[config.mk]
export PLATFORM = sky130hd
export DESIGN_NAME = tcg_front
export DESIGN_NICKNAME = d
export VERILOG_FILES = /design/src/design/tcg_pkg.sv /design/src/design/tcg_front.sv
export SDC_FILE = /design/constraint.sdc
export NUM_CORES = 1
export LEC_CHECK = 0
export BUFFER_PORTS_ARGS = -buffer_cell sky130_fd_sc_hd__buf_2
export CORE_MARGIN = 10
export CORE_UTILIZATION = 55
export DETAILED_ROUTE_END_ITERATION = 10
export PLACE_DENSITY_LB_ADDON = 0.05
export SYNTH_ARGS = -nofsm -noshare
export SYNTH_HDL_FRONTEND = slang
export SYNTH_SLANG_ARGS = --single-unit
export TNS_END_PERCENT = 50
[constraint.sdc]
create_clock -name clk -period 19.6 [get_ports clk]
set_input_delay 2.94 -clock clk [delete_from_list [all_inputs] [get_ports clk]]
set_output_delay 2.94 -clock clk [all_outputs]
set_load 0.05 [all_outputs]
[src/design/tcg_pkg.sv]
// Types and constants for the text console glyph renderer
`timescale 1ns / 1ps
`default_nettype none
package tcg_pkg;

  localparam int GLYPH_WIDTH      = 8;
  localparam int MAX_GLYPH_HEIGHT = 32;
  localparam int MAX_GLYPHS       = 512;
  localparam int MEM_DEPTH        = MAX_GLYPHS * MAX_GLYPH_HEIGHT;
  localparam int MEM_AW           = $clog2(MEM_DEPTH);
  localparam int ROW_W            = $clog2(MAX_GLYPH_HEIGHT);

  localparam int OQ_DEPTH = 4;
  localparam int OQ_AW    = $clog2(OQ_DEPTH);

  localparam logic [7:0] CHAR_NUL   = 8'h00;
  localparam logic [7:0] CHAR_BS    = 8'h08;
  localparam logic [7:0] CHAR_NL    = 8'h0A;
  localparam logic [7:0] CHAR_SPACE = 8'h20;
  localparam logic [7:0] CHAR_QMARK = 8'h3F;

  localparam logic MODE_CHAR  = 1'b0;
  localparam logic MODE_LOAD  = 1'b1;
  localparam logic KIND_ROW   = 1'b0;
  localparam logic KIND_CLEAR = 1'b1;

  localparam logic [9:0] COLS_MAX  = 10'd512;
  localparam logic [8:0] ROWS_MAX  = 9'd256;
  localparam logic [5:0] HEIGHT_MAX = 6'(MAX_GLYPH_HEIGHT);
  localparam logic [9:0] COUNT_MIN = 10'd256;
  localparam logic [9:0] COUNT_MAX = 10'(MAX_GLYPHS);

  typedef enum logic [2:0] {
    REG_ENABLE  = 3'd0,
    REG_COLUMNS = 3'd1,
    REG_ROWS    = 3'd2,
    REG_HEIGHT  = 3'd3,
    REG_COUNT   = 3'd4,
    REG_FG      = 3'd5,
    REG_BG      = 3'd6
  } reg_idx_t;

  typedef struct packed {
    logic        mode;
    logic [7:0]  char_code;
    logic [13:0] glyph_addr;
    logic [7:0]  glyph_byte;
  } in_t;

  typedef struct packed {
    logic        kind;
    logic [11:0] pixel_x;
    logic [12:0] pixel_y;
    logic [7:0]  row_bits;
    logic [23:0] fore_color;
    logic [23:0] back_color;
    logic        last;
  } out_t;

  // Clamped view of the configuration registers
  typedef struct packed {
    logic        enable;
    logic [9:0]  cols;
    logic [8:0]  rows;
    logic [5:0]  height;
    logic [9:0]  count;
    logic [23:0] fg;
    logic [23:0] bg;
  } cfg_t;

  // Request from the front to the back
  typedef struct packed {
    logic              is_load;
    logic              draw;
    logic              clear;
    logic [MEM_AW-1:0] addr;
    logic [7:0]        glyph_byte;
    logic [11:0]       px;
    logic [12:0]       py;
    logic [5:0]        height;
  } cmd_t;

endpackage
`default_nettype wire

[src/design/tcg_front.sv]
// Front: accepts requests, tracks the cursor and classifies each character
`timescale 1ns / 1ps
`default_nettype none
module tcg_front (
  input  logic          clk,
  input  logic          rst_n,
  input  tcg_pkg::in_t  in_data,
  input  logic          in_push,
  output logic          in_full,
  input  tcg_pkg::cfg_t cfg,
  output tcg_pkg::cmd_t cmd_data,
  output logic          cmd_push,
  input  logic          cmd_full
);
  import tcg_pkg::*;

  logic [8:0]  col_r, col_nxt;
  logic [7:0]  line_r, line_nxt;
  logic        accept, is_char, draw, clr;
  logic [9:0]  col_inc, col_t;
  logic [8:0]  line_t;
  logic [8:0]  draw_col;
  logic [7:0]  idx;
  logic [13:0] py_full, base_full;

  assign in_full = cmd_full;
  assign accept  = in_push && !cmd_full;

  always_comb begin
    is_char  = (in_data.mode == MODE_CHAR) && cfg.enable && (in_data.char_code != CHAR_NUL);
    col_inc  = {1'b0, col_r} + 10'd1;
    col_t    = {1'b0, col_r};
    line_t   = {1'b0, line_r};
    draw_col = col_r;
    draw     = 1'b0;
    idx      = in_data.char_code;
    if (in_data.char_code == CHAR_NL) begin
      col_t  = 10'd0;
      line_t = {1'b0, line_r} + 9'd1;
    end else if (in_data.char_code == CHAR_BS) begin
      // step back and blank the cell; nothing to draw at column zero
      if (col_r != 9'd0) begin
        draw_col = col_r - 9'd1;
        col_t    = {1'b0, draw_col};
        draw     = 1'b1;
        idx      = CHAR_SPACE;
      end
    end else begin
      draw = 1'b1;
      if ({2'b00, in_data.char_code} >= cfg.count) begin
        idx = CHAR_QMARK;
      end
      col_t = col_inc;
      if (col_inc >= cfg.cols) begin
        col_t  = 10'd0;
        line_t = {1'b0, line_r} + 9'd1;
      end
    end
    clr = (line_t >= cfg.rows);
    if (clr) begin
      col_t  = 10'd0;
      line_t = 9'd0;
    end
    col_nxt  = (accept && is_char) ? col_t[8:0] : col_r;
    line_nxt = (accept && is_char) ? line_t[7:0] : line_r;
  end

  // Row start and glyph base; both products stay inside 14 bits
  assign py_full   = {6'd0, line_r} * {8'd0, cfg.height};
  assign base_full = {6'd0, idx} * {8'd0, cfg.height};

  always_comb begin
    cmd_data.is_load    = (in_data.mode == MODE_LOAD);
    cmd_data.draw       = draw;
    cmd_data.clear      = clr;
    cmd_data.addr       = cmd_data.is_load ? in_data.glyph_addr[MEM_AW-1:0]
                                           : base_full[MEM_AW-1:0];
    cmd_data.glyph_byte = in_data.glyph_byte;
    cmd_data.px         = {draw_col, 3'b000};
    cmd_data.py         = py_full[12:0];
    cmd_data.height     = cfg.height;
    cmd_push = accept && (cmd_data.is_load || (is_char && (draw || clr)));
  end

  always_ff @(posedge clk) begin
    if (!rst_n) begin
      col_r  <= 9'd0;
      line_r <= 8'd0;
    end else begin
      col_r  <= col_nxt;
      line_r <= line_nxt;
    end
  end

endmodule
`default_nettype wire

==> impl_metrics.env <==
export IMPL_dp_hpwl_um=12000
export IMPL_core_area_mm2=0.00986
export IMPL_synth_seq_area_share=0.0605
export IMPL_cts_setup_buffers=0
export IMPL_dieArea_mm2=0.0147
export IMPL_grt_pass1_wl_um=24700
export IMPL_clock_root_buffer="clkbuf_8"
export IMPL_period_minus_slack_ns=11.59
export IMPL_crit_top_cell="o21a_1"
export IMPL_seqCellArea_um2=340
export IMPL_grt_overflow=0
export IMPL_topRoutingLayerUsed="met4"
export IMPL_synthFlopType="dfxtp_1"
export IMPL_crit_required_ns=16.66
export IMPL_p_leak_uw=0.00327
export IMPL_min_delay_start="col_r[8]"
export IMPL_wl_met2_um=7490
export IMPL_cellPowerDensity_mw_per_mm2=41.6
export IMPL_viasPerCell=5.77
export IMPL_tightest_slew_ns=0.978
export IMPL_critPathMaxStageDelay_ns=0.55
export IMPL_startpoint="in_data[27]"
export IMPL_power_frac_seq=0.137
export IMPL_syn_inst=726
export IMPL_diodes=0
export IMPL_ir_drop_mv=0.0422
export IMPL_crit_slowest_cell="fa_1"
export IMPL_port_buffers=109
export IMPL_antenna_found_initial=0
export IMPL_worstSetupStartpointType="primary input"
export IMPL_area_growth_pct=8.54
export IMPL_routedWlPerCell_um=15.8
export IMPL_via_count=5320
export IMPL_synthAdderAreaFrac=0.339
export IMPL_timing_final_ws_setup_ns=8.01
export IMPL_path_cells="buf_2 > nor4_4 > nand4_1 > nand2_1 > o21a_1 > a21boi_0 > fa_1 > fa_1 > inv_1 > fa_1 > inv_1 > ha_1 > o21a_1 > o31a_1 > o31a_1 > o21a_1 > o21a_1 > o31ai_1 > buf_2"
export IMPL_synth_edf_count=0
export IMPL_skew_ns=0.00508
export IMPL_clkLatencyLatePin_ns=0.26
export IMPL_ys_warn_count=0
export IMPL_final_common_cell="buf_2"
export IMPL_synth_xor_area_frac=0.0498
export IMPL_rr_startpoint="col_r[0]"
export IMPL_power_total_uw=254
export IMPL_synth_cell_types=68
export IMPL_cts_buffer_depth=2
export IMPL_cp_top_family="adder cells"
export IMPL_gp_congestion=0.911
export IMPL_max_cap_viol_count=0
export IMPL_numCtsBuffers=3
export IMPL_drive_gt1_frac=0.175
export IMPL_clock_power_share=0.111
export IMPL_dp_cells=918
export IMPL_multi_input_comb_area_mm2=0.00462
export IMPL_wl_um=14600
export IMPL_mostFrequentLayoutCells="109 x buf_2, 100 x inv_1, 78 x nand2_1"
export IMPL_drt_iter0_drc=246
export IMPL_wl_met3_um=1020
export IMPL_swShare=0.532
export IMPL_drc=0
export IMPL_synth_top_family_by_area="adder cells"
export IMPL_hold_viol=0
export IMPL_grt_usage=0.196
export IMPL_fmax_ghz=0.0863
export IMPL_final_util=0.619
export IMPL_syn_area_per_cell_um2=7.75
export IMPL_finalSetupTns_ns=0
export IMPL_crit_path_max_fanout=18
export IMPL_finalCritPeriodShare=0.591
export IMPL_grt_pass1_vias=5454
export IMPL_die_y_um=121
export IMPL_drt_pass1_iterations=5
export IMPL_finalMaxSlewViolations=0
export IMPL_tritoncts="yes"
export IMPL_fill_cells=921
export IMPL_initial_core_util=0.571
export IMPL_crit_buf_inv=4
export IMPL_setup_viol=0
export IMPL_cts_sinks=17
export IMPL_layout_nets=1032
export IMPL_end_kind="primary output"
export IMPL_synthArstFlopShare=0
export IMPL_yosys_area_share_simple=0.243
export IMPL_pre_cts_slack_ns=8.05
export IMPL_cts_resized=0
export IMPL_clkTransAtPathRegs_ns=0.08
export IMPL_die_w_um=121
export IMPL_p_switching_uw=135
export IMPL_synth_compound_area_frac=0.180
export IMPL_rsz0062_at_grt="false"
export IMPL_arrival_ns=8.65
export IMPL_met1Wirelength_um=5830
export IMPL_ant_nets=0
export IMPL_p_comb_frac=0.752
export IMPL_synth_seq_cells=17
export IMPL_synth_area_mm2=0.00563
export IMPL_hp_class="flip-flop to flip-flop"
export IMPL_p_int_uw=119
export IMPL_post_synth_mux_area_share=0.00800
export IMPL_max_slew_margin_rel=0.343
export IMPL_status="complete, no violations"
export IMPL_grt_start_max_net_pins=33
export IMPL_rows=36
export IMPL_cts_hold_buf=0
export IMPL_final_cells=922
export IMPL_criticalPathCategory="primary input to primary output"
export IMPL_h_tree_depth=1
export IMPL_io_pins=177
## metal layers
layer,GRT usage,vias up
li1,-,2586
met3,0.0284,24
met2,0.358,188
met1,0.234,2522
met4,0.0499,0
met5,0,-
## path summary, 6_finish.rpt
kind                  end  slack (ns)  cells past startpoint
min              col_r[8]        0.58                      2
max          cmd_data[50]        8.01                     19
max reg2reg     line_r[5]       14.36                     17
min reg2reg      col_r[8]        0.58                      2
## layout make-up
cell class / count / area share
clock buffers: 3 / 0.00676
clock inverters: 1 / 0.000819
inverters: 101 / 0.0621
multi-input cells: 557 / 0.757
flip-flops and latches: 17 / 0.0557
well taps: 133 / 0.0272
repair buffers: 110 / 0.0905
## logic make-up (layout without fill, tap and decap cells)
logic type / Yosys count / count (layout)
AOI/OAI and AO/OA: 142 / 142
muxes: 4 / 4
DFF: 17 / 17
adders and majority gates: 123 / 123
other: 1 / 3
and+or+nand+nor: 253 / 253
buffers and inverters: 154 / 215
xor gates and xnor gates: 32 / 32
## synthesized netlist by cell type (5+ instances only)
| library cell | count | area (um2) |
|---|---|---|
| inv_1 | 100 | 375 |
| nand2_1 | 78 | 293 |
| ha_1 | 74 | 926 |
| fa_1 | 49 | 981 |
| and3_1 | 29 | 181 |
| o21ai_0 | 28 | 140 |
| nand3_1 | 27 | 135 |
| a21oi_1 | 25 | 125 |
| and2_1 | 24 | 150 |
| xnor2_1 | 24 | 210 |
| buf_4 | 21 | 158 |
| nor2_1 | 20 | 75.1 |
| clkbuf_1 | 19 | 71.3 |
| dfxtp_1 | 17 | 340 |
| o211ai_1 | 13 | 97.6 |
| nor2b_1 | 12 | 75.1 |
| nor3_1 | 12 | 60.1 |
| a21o_1 | 11 | 82.6 |
| buf_2 | 11 | 55.1 |
| nand2b_1 | 9 | 56.3 |
| nand4_1 | 8 | 50.1 |
| o21a_1 | 8 | 60.1 |
| xor2_1 | 8 | 70.1 |
| a31oi_1 | 7 | 43.8 |
| a211oi_1 | 6 | 45.0 |
| o2111ai_1 | 6 | 52.6 |
| o31ai_1 | 5 | 37.5 |
| or2_2 | 5 | 31.3 |
## state kept, by name (all words and copies together), names as in the netlist
name and count:
col_r 9, line_r 8
## power by group through the flow
stage                     Combinational [uW]  Clock, uW  Sequential, uW
after global placement                   189          0            35.6
after global routing                     216       29.4            34.8
final                                    191       28.1            34.8
after CTS                                194       28.2            34.8
after floorplan                          156          0            35.5
after detailed placement                 192          0            35.6
## tightest hold or removal path, cell delays in order, from the launching register on
cell and delay (ns):
dfxtp_1 0.34, inv_1 0.12, o22ai_1 0.08
## per-stage QoR
stage	hold WS, ns	cell area (um2)
final	0.581	6110
after global routing	0.635	6110
after CTS	0.573	6110
after detailed placement	0.558	6060
after global placement	0.548	6060
after floorplan	0.507	5640
No activity file was read; power rests on OpenSTA's default activity.
