**src/design/tcg_pkg.sv**
```systemverilog
// Types and constants for the text console glyph renderer
`timescale 1ns / 1ps
`default_nettype none
package tcg_pkg;

  localparam int GLYPH_WIDTH      = 8;
  localparam int MAX_GLYPH_HEIGHT = 32;
  localparam int MAX_GLYPHS       = 512;
  localparam int MEM_DEPTH        = MAX_GLYPHS * MAX_GLYPH_HEIGHT;
  localparam int MEM_AW           = $clog2(MEM_DEPTH);
  localparam int ROW_W            = $clog2(MAX_GLYPH_HEIGHT);

  localparam int OQ_DEPTH = 4;
  localparam int OQ_AW    = $clog2(OQ_DEPTH);

  localparam logic [7:0] CHAR_NUL   = 8'h00;
  localparam logic [7:0] CHAR_BS    = 8'h08;
  localparam logic [7:0] CHAR_NL    = 8'h0A;
  localparam logic [7:0] CHAR_SPACE = 8'h20;
  localparam logic [7:0] CHAR_QMARK = 8'h3F;

  localparam logic MODE_CHAR  = 1'b0;
  localparam logic MODE_LOAD  = 1'b1;
  localparam logic KIND_ROW   = 1'b0;
  localparam logic KIND_CLEAR = 1'b1;

  localparam logic [9:0] COLS_MAX  = 10'd512;
  localparam logic [8:0] ROWS_MAX  = 9'd256;
  localparam logic [5:0] HEIGHT_MAX = 6'(MAX_GLYPH_HEIGHT);
  localparam logic [9:0] COUNT_MIN = 10'd256;
  localparam logic [9:0] COUNT_MAX = 10'(MAX_GLYPHS);

  typedef enum logic [2:0] {
    REG_ENABLE  = 3'd0,
    REG_COLUMNS = 3'd1,
    REG_ROWS    = 3'd2,
    REG_HEIGHT  = 3'd3,
    REG_COUNT   = 3'd4,
    REG_FG      = 3'd5,
    REG_BG      = 3'd6
  } reg_idx_t;

  typedef struct packed {
    logic        mode;
    logic [7:0]  char_code;
    logic [13:0] glyph_addr;
    logic [7:0]  glyph_byte;
  } in_t;

  typedef struct packed {
    logic        kind;
    logic [11:0] pixel_x;
    logic [12:0] pixel_y;
    logic [7:0]  row_bits;
    logic [23:0] fore_color;
    logic [23:0] back_color;
    logic        last;
  } out_t;

  // Clamped view of the configuration registers
  typedef struct packed {
    logic        enable;
    logic [9:0]  cols;
    logic [8:0]  rows;
    logic [5:0]  height;
    logic [9:0]  count;
    logic [23:0] fg;
    logic [23:0] bg;
  } cfg_t;

  // Request from the front to the back
  typedef struct packed {
    logic              is_load;
    logic              draw;
    logic              clear;
    logic [MEM_AW-1:0] addr;
    logic [7:0]        glyph_byte;
    logic [11:0]       px;
    logic [12:0]       py;
    logic [5:0]        height;
  } cmd_t;

endpackage
`default_nettype wire

```
**src/design/tcg_cmd_queue.sv**
```systemverilog
// Two-entry request queue between the front and the back
`timescale 1ns / 1ps
`default_nettype none
module tcg_cmd_queue (
  input  logic          clk,
  input  logic          rst_n,
  input  logic          push,
  input  tcg_pkg::cmd_t push_data,
  output logic          full,
  input  logic          pop,
  output logic          valid,
  output tcg_pkg::cmd_t pop_data
);
  import tcg_pkg::*;

  cmd_t       slot_r [2];
  logic       wp_r, wp_nxt, rp_r, rp_nxt;
  logic [1:0] cnt_r, cnt_nxt;
  logic       do_push, do_pop;

  assign full     = (cnt_r == 2'd2);
  assign valid    = (cnt_r != 2'd0);
  assign pop_data = slot_r[rp_r];
  assign do_push  = push && !full;
  assign do_pop   = pop && valid;

  always_comb begin
    wp_nxt  = do_push ? ~wp_r : wp_r;
    rp_nxt  = do_pop ? ~rp_r : rp_r;
    cnt_nxt = cnt_r + {1'b0, do_push} - {1'b0, do_pop};
  end

  always_ff @(posedge clk) begin
    if (!rst_n) begin
      wp_r  <= 1'b0;
      rp_r  <= 1'b0;
      cnt_r <= 2'd0;
    end else begin
      wp_r  <= wp_nxt;
      rp_r  <= rp_nxt;
      cnt_r <= cnt_nxt;
    end
  end

  always_ff @(posedge clk) begin
    if (do_push) begin
      slot_r[wp_r] <= push_data;
    end
  end

endmodule
`default_nettype wire

```
**config.mk**
```make
export PLATFORM = sky130hd
export DESIGN_NAME = tcg_cmd_queue
export DESIGN_NICKNAME = d
export VERILOG_FILES = /design/src/design/tcg_pkg.sv /design/src/design/tcg_cmd_queue.sv
export SDC_FILE = /design/constraint.sdc
export NUM_CORES = 1
export LEC_CHECK = 0
export BUFFER_PORTS_ARGS = -buffer_cell sky130_fd_sc_hd__buf_2
export CELL_PAD_IN_SITES_DETAIL_PLACEMENT = 0
export CELL_PAD_IN_SITES_GLOBAL_PLACEMENT = 2
export CORE_MARGIN = 5
export CORE_UTILIZATION = 41
export DETAILED_ROUTE_END_ITERATION = 16
export GPL_TIMING_DRIVEN = 0
export PLACE_DENSITY = 0.94
export SYNTH_ARGS = -nofsm -noshare
export SYNTH_HDL_FRONTEND = slang
export SYNTH_SLANG_ARGS = --single-unit
```
**constraint.sdc**
```tcl
create_clock -name clk -period 9.1 [get_ports clk]
set_input_delay 1.82 -clock clk [delete_from_list [all_inputs] [get_ports clk]]
set_output_delay 1.82 -clock clk [all_outputs]
set_load 0.005 [all_outputs]
```
==> results.md, run 1 <==
- Hpwl dp: 5220 um
- CTS Hold Bufs: 0
- Critical path class: flop to output pin
- Top-area cell type share of the netlist area: 0.758
- Worst Max-Slew Pin Slew: 831 ps
- # diodes: 0
- # rows: 38
- Core region area: 10700 um^2
- Worst reg2reg path startpoint: cnt_r[0]
- Leak: 2.31 nW
- Area Growth Syn to Fin: 30.9%
- Setup violators final: 0
- Die width: 114 um
- Ys Warns: 0
- Area taken by multi-input logic gates: 912 um^2
- Avg Vias per Cell: 4.48
- Post-synth cell types: 18
- Layout Nets: 400
- Crit share post-route: 0.383
- Post-cts gate resize count: 0
- Grt ovf: 0
- Final hold vios: 0
- Arr. time, crit path: 1670 ps
- XOR/XNOR Fraction of Synth Area: 0.00592
- Reg clk slew, reported paths: 50 ps
- Sum Neg Setup Slack: 0 ps
- Setup slack, reg-to-reg: 7100 ps
- Inserted Clock Buffers: 17
- Routability cong.: 0.681
- Largest net degree at the start of global routing: 38
- Clock skew: 7.48 ps
- Overall routing resource usage: 0.123
- Worst Hold End: rp_r
- Initial antenna violation count: 1
- First-pass GRT wire length: 11800 um
- HP Class: flop to flop
- R2R cell count: 4
- Seq/Total Area, Yosys: 0.780
- Port-buffer cells: 117
- Final antenna-violating net count: 0
- RR Endpoint: slot_r[0][45]
- Final WL: 7570 um
- 1st-pass router iterations: 4
- Syn_nets: 262
- CP Capture Type: output pin
- TritonCTS clock tree: yes
- Clock sinks: 117
- Synth Cell Area: 4440 um^2
- Placed insts: 459
- Post-CTS setup buffers: 0
- Worst path required time: 7280 ps
- Initial core utilization: 0.413
- Simple-gate share of the synthesized area: 0.0121
- Total of max-cap violations: 0
- Adder-cell area share of the yosys netlist: 0.00564
- Post-Layout Cell Count: 491
- Largest cells by area after synthesis: edfxtp_1, mux2_4, mux2_2, dfxtp_1, buf_6
- Worst slew margin: 0.444
- Status: completed
- Hold Crit Depth: 2
- Peak supply drop: 137 uV
- Crit path time final: 3490 ps
- 1st-iter DRT viols: 94
- Clk_lat worst skew: 500 ps
- Startpoint Class: flop
- Final Max Tran Viols: 0
- Routed via count: 2199
- Average size of a mapped cell: 22.2 um^2
- Reg area: 3460 um^2
- Die Y-Extent: 114 um
- Cell count after synthesis: 200
- PD cells: 291 nW/um^2
- Synth Register Bits: 117
- Post-synthesis compound-gate area fraction: 0.00169
- IO Count: 118
- Critical path peak fanout: 10
- Unrepaired setup endpoints after global routing: false
- Max clock buf depth: 2
- Layout filler cell count: 899
- Die area: 13000 um^2
- Main combinational cell family by area after synthesis: multiplexers
- Routed length per instance: 15.4 um
- Max Clk Rate: 287 MHz
- Layout cells sized above 1: 0.598
- Number of global-route vias before repair: 2389
- Clock root cell: clkbuf_8
- Mux cell area share after synthesis: 0.178
- Hold Crit Start: rp_r
- DRC viols: 0
- H-tree depth: 4
- Leading area contributor after synthesis: edfxtp_1
placed cells by master, fill, tap and decap left out, types with 2 or more instances in the layout:
cell	n
mux2_2	16
nand2b_1	2
nor2_1	3
inv_1	3
clkinv_2	4
nand2_1	2
xnor2_1	2
bufinv_16	3
dfxtp_1	5
clkbuf_16	16
ha_1	2
buf_2	118
clkinvlp_4	2
buf_12	2
clkinv_1	3
mux2_4	40
buf_6	5
edfxtp_1	112
clkbuf_1	3
report_power, final:
part           switching, mW  internal, mW  total [mW]
logic                  0.162         0.205       0.367
registers             0.0201         0.678       0.698
clock network          0.213         0.411       0.624
kinds of logic after synthesis:
family	after synthesis
buffers and inverters	9
multiplexers	57
XOR/XNOR	3
flip-flops	117
AND/OR/NAND/NOR	11
adder cells (fa/ha/maj)	2
AO/OA/AOI/OAI	1
routing by layer:
layer,up-vias,global-route usage,part of all wire
met2,71,0.212,0.52
li1,1060,-,-
met3,11,0.0507,0.069
met4,2,0.0499,0.013
met1,1055,0.134,0.40
met5,-,0,0.00093
metrics by stage:
step | power (mW) | setup WS, ps | util | hold WS [ps] | cell area, um^2
2_1_floorplan | 0.946 | 4370 | - | 455 | 4440
3_3_place_gp | 1.08 | 2970 | 0.484 | 464 | 5200
3_5_place_dp | 1.09 | 5710 | 0.488 | 506 | 5250
4_1_cts | 1.72 | 5560 | 0.541 | 522 | 5810
5_1_grt | 1.77 | 5530 | 0.541 | 577 | 5810
6_report | 1.69 | 5610 | 0.541 | 511 | 5810
cells in the mapped netlist:
cell and n:
and2_1 1, and3_1 1, buf_2 1, buf_6 5, dfxtp_1 5, edfxtp_1 112, ha_1 2, inv_1 3
mux2_2 16, mux2_4 40, mux2i_1 1, nand2_1 2, nand2b_1 2, nor2_1 4, o21a_1 1, or2_2 1
xnor2_1 2, xor2_1 1
worst max-delay path, cell delays in order (launching register included):
cell     delay [ps]
dfxtp_1         330
buf_6           180
buf_6           200
mux2_4          300
buf_2           140
sequential cells by signal, indices dropped and copies added, names as in the netlist, named ones only:
signal and cells:
slot_r 112, cnt_r 2, rp_r 1, wp_r 1
layout make-up:
class,count,share of cell area
inverter,3,0.00194
clock inverter,12,0.0235
sequential,117,0.596
buffer,6,0.0106
clock buffer,20,0.0732
tap,140,0.0301
multi-input combinational,74,0.157
timing repair buffer,119,0.108
worst max path at each step:
stage | start | to | slack (ps) | depth (start not counted)
floorplan | push | slot_r[0][0] | 4370 | 2
global placement | push | slot_r[0][54] | 2970 | 3
detailed placement | push | slot_r[0][53] | 5710 | 4
CTS | flop | pop_data[32] | 5560 | 4
global route | flop | pop_data[28] | 5530 | 4
finish | flop | pop_data[32] | 5610 | 4
No activity file was read; power rests on OpenSTA's default activity.
==> run 2: changes to the inputs <==
- ABC_AREA: default -> 1
- CORE_UTILIZATION: 41 -> 34
- PLACE_DENSITY: 0.94 -> 0.85
- clock period: 9.1 -> 2.9 ns (I/O delays scaled with it)
==> results.md, run 2 <==
- Area Growth Syn to Fin: 30.5%
- Fin worst setup slack: 762 ps (-4850 ps)
- Post-Layout Cell Count: 534 (+8.8%)
- Routed via count: 2307 (+4.9%)
- Layout Nets: 412 (+3.0%)
- Peak supply drop: 492 uV (+260%)
- Post-CTS setup buffers: 0 (unchanged)
- Clock root cell: clkbuf_16
- Post-cts gate resize count: 0 (unchanged)
- Biggest register: slot_r
- Synth top cells by count: edfxtp_1, mux2_4, mux2_2
- Core region area: 12700 um^2 (+18%)
- Worst Hold End: slot_r[1][10]
- Inserted Clock Buffers: 17 (unchanged)
- Average size of a mapped cell: 21.1 um^2 (-5.0%)
- Max Clk Rate: 468 MHz
- Arr. time, crit path: 1560 ps (-110 ps)
- Largest net degree at the start of global routing: 37 (-2.6%)
- Critical path class: flop to output pin
- DRC viols: 0 (unchanged)
- Die width: 124 um (+9.1%)
- Final hold vios: 0 (unchanged)
- Worst Max-Slew Pin Slew: 869 ps (+37.4 ps)
- Worst Setup Slack post-DPL: 796 ps (-4920 ps)
- # rows: 41 (+7.9%)
- Hpwl dp: 5780 um (+11%)
- Final antenna-violating net count: 0 (unchanged)
- RR Endpoint: slot_r[0][52]
- # diodes: 0 (unchanged)
- Grt ovf: 0 (unchanged)
- Top-area cell type share of the netlist area: 0.756 (-0.00170)
- Hold Crit Start: push_data[10]
- Placed insts: 503 (+9.6%)
- Ys Warns: 0 (unchanged)
- Startpoint Class: flop
- Setup slack, reg-to-reg: 970 ps (-6130 ps)
- Synth Cell Area: 4450 um^2 (+0.23%)
- Tot Pwr: 5.06 mW (+200%)
- CP Capture Type: output pin
- Layout cells sized above 1: 0.564 (-0.0348)
- Clock skew: 7.11 ps (-0.369 ps)
- Die Y-Extent: 124 um (+9.1%)
- HP Class: input pin to flop
- Avg Vias per Cell: 4.32 (-3.5%)
- Overall routing resource usage: 0.113 (-0.0101)
- Hold Crit Depth: 1 (-1)
- Largest cells by area after synthesis: edfxtp_1, mux2_4, mux2_2, dfxtp_1, buf_6
- Clock sinks: 117 (unchanged)
- Commonest non-fill, non-tap cell in the layout: buf_2
- 1st-pass router iterations: 4 (unchanged)
- Seq/Total Area, Yosys: 0.778 (-0.00176)
- Post-synth cell types: 12 (-6)
- Max clock buf depth: 2 (unchanged)
- Syn_nets: 273 (+4.2%)
- Die area: 15500 um^2 (+19%)
- Unrepaired setup endpoints after global routing: false
- Cell count after synthesis: 211 (+5.5%)
- Worst path required time: 2320 ps (-4960 ps)
- Predominant post-synthesis flop cell: edfxtp_1
- Routability cong.: 0.705 (+3.4%)
- TritonCTS clock tree: yes
- Synth Register Bits: 117 (unchanged)
- Number of flip-flops in the largest register: 112 (unchanged)
- Final Max Tran Viols: 0 (unchanged)
- Crit path time final: 2140 ps
- Routed length per instance: 15.3 um (-0.59%)
- Largest regs: slot_r (112), cnt_r (2)
- Status: completed
- Critical path peak fanout: 10 (unchanged)
- Worst slew margin: 0.420 (-0.0245)
- Leading area contributor after synthesis: edfxtp_1
- CTS Hold Bufs: 0 (unchanged)
- Clk_lat worst skew: 400 ps (-100 ps)
- Leak: 2.31 nW (about the same)
- First-pass GRT wire length: 13300 um (+13%)
- Reg clk slew, reported paths: 50 ps (about the same)
- Worst reg2reg path startpoint: cnt_r[0]
- Initial core utilization: 0.350 (-0.0634)
- Total of max-cap violations: 0 (unchanged)
- Final WL: 8180 um (+8.1%)
- Count leader, synth: edfxtp_1
- 1st-iter DRT viols: 71 (-24%)
- PD cells: 872 nW/um^2 (+200%)
- Number of global-route vias before repair: 2593 (+8.5%)
- Ys async rst share: 0 (unchanged)
- Setup violators final: 0 (unchanged)
- R2R cell count: 6 (+2)
- IO Count: 118 (unchanged)
- Initial antenna violation count: 1 (unchanged)
- H-tree depth: 4 (unchanged)
- Port-buffer cells: 117 (unchanged)
- Crit share post-route: 0.737
- Most frequent cells in the layout: buf_2, edfxtp_1, mux2_4
- EDFF count, synth: 112 (unchanged)
-- run 2: cell count changes in the layout (fill, tap and decap cells not counted), sizes merged, moves of 2 or more --
cell / change
nand2: +7
inv: +5
nor2: +4
bufinv: -3
clkinv: +3
nand3: +3
a21oi: +2
clkinvlp: -2
nand2b: -2
xnor2: -2
-- run 2: final cells by class --
cell class / count / area [um^2]
multi-input cells: 80 / 902
plain buffers: 6 / 61.3
well taps: 172 / 215
flip-flops and latches: 117 / 3460
repair buffers: 120 / 653
fillers: 1154 / 6920
clock buffers: 21 / 440
clock inverters: 10 / 41.3
inverters: 8 / 30.0
-- run 2: kinds of logic (layout without fill, tap and decap cells) --
family,count (synthesis),in the layout,synth area share
AOI/OAI and AO/OA,2,2,0.00225
adders and majority gates,2,2,0.00562
buffers and inverters,14,165,0.0205
DFF,117,117,0.778
muxes,56,56,0.175
and+or+nand+nor,20,20,0.0177
-- run 2: critical path: stages, from the launching register on --
cell     delay [ps]
dfxtp_1         330
buf_6           180
buf_6           200
mux2_4          320
buf_2           130
-- run 2: worst max-delay path by stage --
stage / startpoint / end
2_1_floorplan: push / slot_r[0][0]
3_3_place_gp: push / slot_r[0][46]
3_5_place_dp: push / slot_r[1][46]
4_1_cts: flop / pop_data[19]
5_1_grt: flop / pop_data[26]
6_report: flop / pop_data[15]
-- run 2: power breakdown --
group	leakage, nW	internal [mW]	switching (mW)	total [mW]
sequential	1.09	2.14	0.0645	2.21
combinational	0.981	0.635	0.540	1.17
clock	0.237	1.05	0.629	1.68
-- run 2: through the flow --
| step | util | instance area (um^2) | hold slack (ps) | TNS (ps) |
|---|---|---|---|---|
| CTS | 0.456 | 5810 | 345 | 0 |
| detailed placement | 0.419 | 5330 | 505 | 0 |
| global route | 0.456 | 5810 | 343 | 0 |
| finish | 0.456 | 5810 | 368 | 0 |
| global placement | 0.413 | 5250 | 486 | -43090 |
| floorplan | - | 4450 | 467 | 0 |
-- run 2: routing by layer --
metal / global-route usage / vias to the layer above / share of wire / wire, um
met2: 0.189 / 75 / 0.52 / 4220
met1: 0.120 / 1122 / 0.40 / 3240
met4: 0.0580 / 2 / 0.023 / 188
met5: 0 / - / 0.0016 / 13
met3: 0.0485 / 17 / 0.064 / 520
li1: - / 1091 / - / -
==> run 3: changes to the inputs <==
- clock period: 2.9 -> 1.85 ns (I/O delays scaled with it)
==> results.md, run 3 (synthesized netlist as in run 2, its figures left out) <==
- HP Class: input pin to flop
- Worst Hold End: slot_r[0][48]
- Psw: 2.18 mW (+77%)
- CP peak stage delay: 330 ps (about the same)
- Reg clk slew, reported paths: 50 ps (about the same)
- TritonCTS clock tree: yes
- Initial core utilization: 0.350 (unchanged)
- Hpwl dp: 5540 um (-4.3%)
- Avg Vias per Cell: 4.30 (-0.43%)
- Die width: 124 um (unchanged)
- Final Max Tran Viols: 0 (unchanged)
- Met2 routed WL: 4580 um (+8.6%)
- DRC viols: 0 (unchanged)
- Total of max-cap violations: 0 (unchanged)
- Worst reg2reg path startpoint: cnt_r[0]
- RR Endpoint: slot_r[0][12]
- Hold Crit Depth: 1 (unchanged)
- Tot Pwr: 9.07 mW (+79%)
- Status: finished with violations
- Layout filler cell count: 1103 (-4.4%)
- Max clock buf depth: 2 (unchanged)
- Internal power: 6.89 mW (+80%)
- Die area: 15500 um^2 (unchanged)
- Setup violators final: 49 (+49)
- Fin worst setup slack: -75.5 ps (-837 ps)
- Routed wl met3: 562 um (+8.1%)
- Clk_lat worst skew: 400 ps (about the same)
- Critical path peak fanout: 8 (-2)
- Worst Max-Slew Pin Slew: 656 ps (-213 ps)
- Area taken by multi-input logic gates: 913 um^2 (+1.2%)
- Number of global-route vias before repair: 2622 (+1.1%)
- Most used cell, CP: buf_12
- # rows: 41 (unchanged)
- Final WL: 8850 um (+8.2%)
- Setup slack, reg-to-reg: 190 ps (-780 ps)
- Inserted Clock Buffers: 17 (unchanged)
- CP max stage cell: dfxtp_2
- Routed length per instance: 16.3 um (+6.2%)
- Switching Fraction: 0.240 (-0.00314)
- Final instance area: 6300 um^2 (+8.4%)
- Routed via count: 2340 (+1.4%)
- Crit-path leading delay family: buffers and inverters
- Worst path required time: 1480 ps (-840 ps)
- Number of flip-flops in the largest register: 112 (unchanged)
- Post-Layout Cell Count: 544 (+1.9%)
- Unrepaired setup endpoints after global routing: true
- Crit path buffers/inverters: 4 (+1)
- PD cells: 1440 nW/um^2 (+65%)
- Placement Cell Area: 5280 um^2 (-0.82%)
- Clock root cell: clkbuf_16
- First-pass GRT wire length: 13700 um (+3.1%)
- Clock sinks: 117 (unchanged)
- Sequential share of power: 0.382 (-0.054)
- Leak: 2.48 nW (+7.4%)
- Crit path time final: 1930 ps
- IO Count: 118 (unchanged)
- Port-buffer cells: 117 (unchanged)
- Finished Core Util: 0.495 (+0.0385)
- 1st-pass router iterations: 4 (unchanged)
- Core region area: 12700 um^2 (unchanged)
- Clock share of power: 0.358 (+0.026)
- Initial antenna violation count: 1 (unchanged)
- Area Growth Syn to Fin: 41.5%
- Final hold vios: 0 (unchanged)
- Biggest register: slot_r
- Hold Crit Start: push_data[48]
- Violated checks: negative setup slack
- Reg area: 3460 um^2 (about the same)
- Grt ovf: 0 (unchanged)
- Arr. time, crit path: 1560 ps (about the same)
- Largest net degree at the start of global routing: 33 (-11%)
- CP Capture Type: output pin
- Max Clk Rate: 519 MHz
- Commonest non-fill, non-tap cell in the layout: edfxtp_1
- Critical path class: flop to output pin
- Peak supply drop: 701 uV (+43%)
- R2R cell count: 4 (-2)
- CP cell instances: buf_12, buf_12, buf_12, mux2_4, buf_6
- Routability cong.: 0.705 (about the same)
- Clock skew: 5.01 ps (-2.10 ps)
- Startpoint Class: flop
- Layout cells sized above 1: 0.609 (+0.0456)
- M1 WL: 3590 um (+11%)
- Comb pwr share: 0.260 (+0.028)
- Overall routing resource usage: 0.117 (+0.00426)
- Most frequent cells in the layout: edfxtp_1, buf_2, buf_6
- Placed insts: 501 (-0.40%)
- Final antenna-violating net count: 0 (unchanged)
- CTS Hold Bufs: 0 (unchanged)
- H-tree depth: 4 (unchanged)
- Layout Nets: 420 (+1.9%)
- Worst slew margin: 0.562 (+0.142)
- Largest regs: slot_r (112), cnt_r (2)
- Top sig layer: met5
- 1st-iter DRT viols: 149 (+110%)
- Crit share post-route: 1.04
- Die Y-Extent: 124 um (unchanged)
==> run 3: changes by cell type in the layout (fill, tap and decap cells not counted), moves of 2 or more <==
cell | before | now
clkbuf_1 | 4 | 0
buf_2 | 118 | 77
clkinvlp_4 | 0 | 7
clkinv_4 | 0 | 2
clkinv_1 | 7 | 0
buf_12 | 2 | 7
clkinv_2 | 3 | 6
buf_6 | 5 | 41
bufinv_16 | 0 | 3
buf_4 | 0 | 4
==> run 3: worst max-delay path by stage <==
stage                     slack, ps  cells after the start             to  startpoint
after CTS                      -100                      5   pop_data[29]        flop
after detailed placement       -550                      3  slot_r[1][35]    cnt_r[1]
after global placement         -540                      4  slot_r[0][35]    cnt_r[0]
after floorplan                  20                      4   slot_r[0][0]    cnt_r[0]
after global routing           -130                      5   pop_data[29]        flop
final                           -80                      5   pop_data[29]        flop
==> run 3: what timing repair did <==
item	in CTS	in global routing
gates resized for setup	55	2
hold endpoints to repair	0	0
setup endpoints to repair	138	144
setup buffers	4	1
pin swaps	1	1
gates cloned	3	2
==> run 3: worst register-to-register path: stages (launching register included) <==
cell     delay (ps)
dfxtp_1         340
inv_1            60
nand2_1         130
nand2_1         180
nor2_2          580
==> run 3: area by class of cell <==
type,count,area share
Timing Repair Buffer,124,0.149
Antenna cell,1,0.000397
Buffer,6,0.0167
Multi-Input combinational cell,81,0.145
Timing Repair inverter,3,0.00358
Clock inverter,14,0.0254
Sequential cell,117,0.550
Tap cell,172,0.0342
Inverter,8,0.00537
Clock buffer,18,0.0698
==> run 3: through the flow <==
stage	setup slack, ps	TNS [ps]	hold slack (ps)
finish	-75.5	-908	149
global placement	-535	-58840	486
detailed placement	-552	-34280	493
floorplan	17.9	0	463
global route	-130	-4380	124
CTS	-103	-2720	127
==> run 3: per-layer routing <==
metal,GRT usage,vias to the layer above
li1,-,1111
met1,0.121,1135
met2,0.202,83
met3,0.0613,9
met4,0.0406,2
met5,0,-
==> run 3: power groups by stage <==
stage / registers [mW] / clock network (mW) / logic (mW)
after floorplan: 3.49 / 0 / 1.15
after global placement: 3.51 / 0 / 1.79
after detailed placement: 3.52 / 0 / 1.83
after CTS: 3.48 / 3.34 / 2.38
after global routing: 3.50 / 3.47 / 2.54
final: 3.47 / 3.25 / 2.36
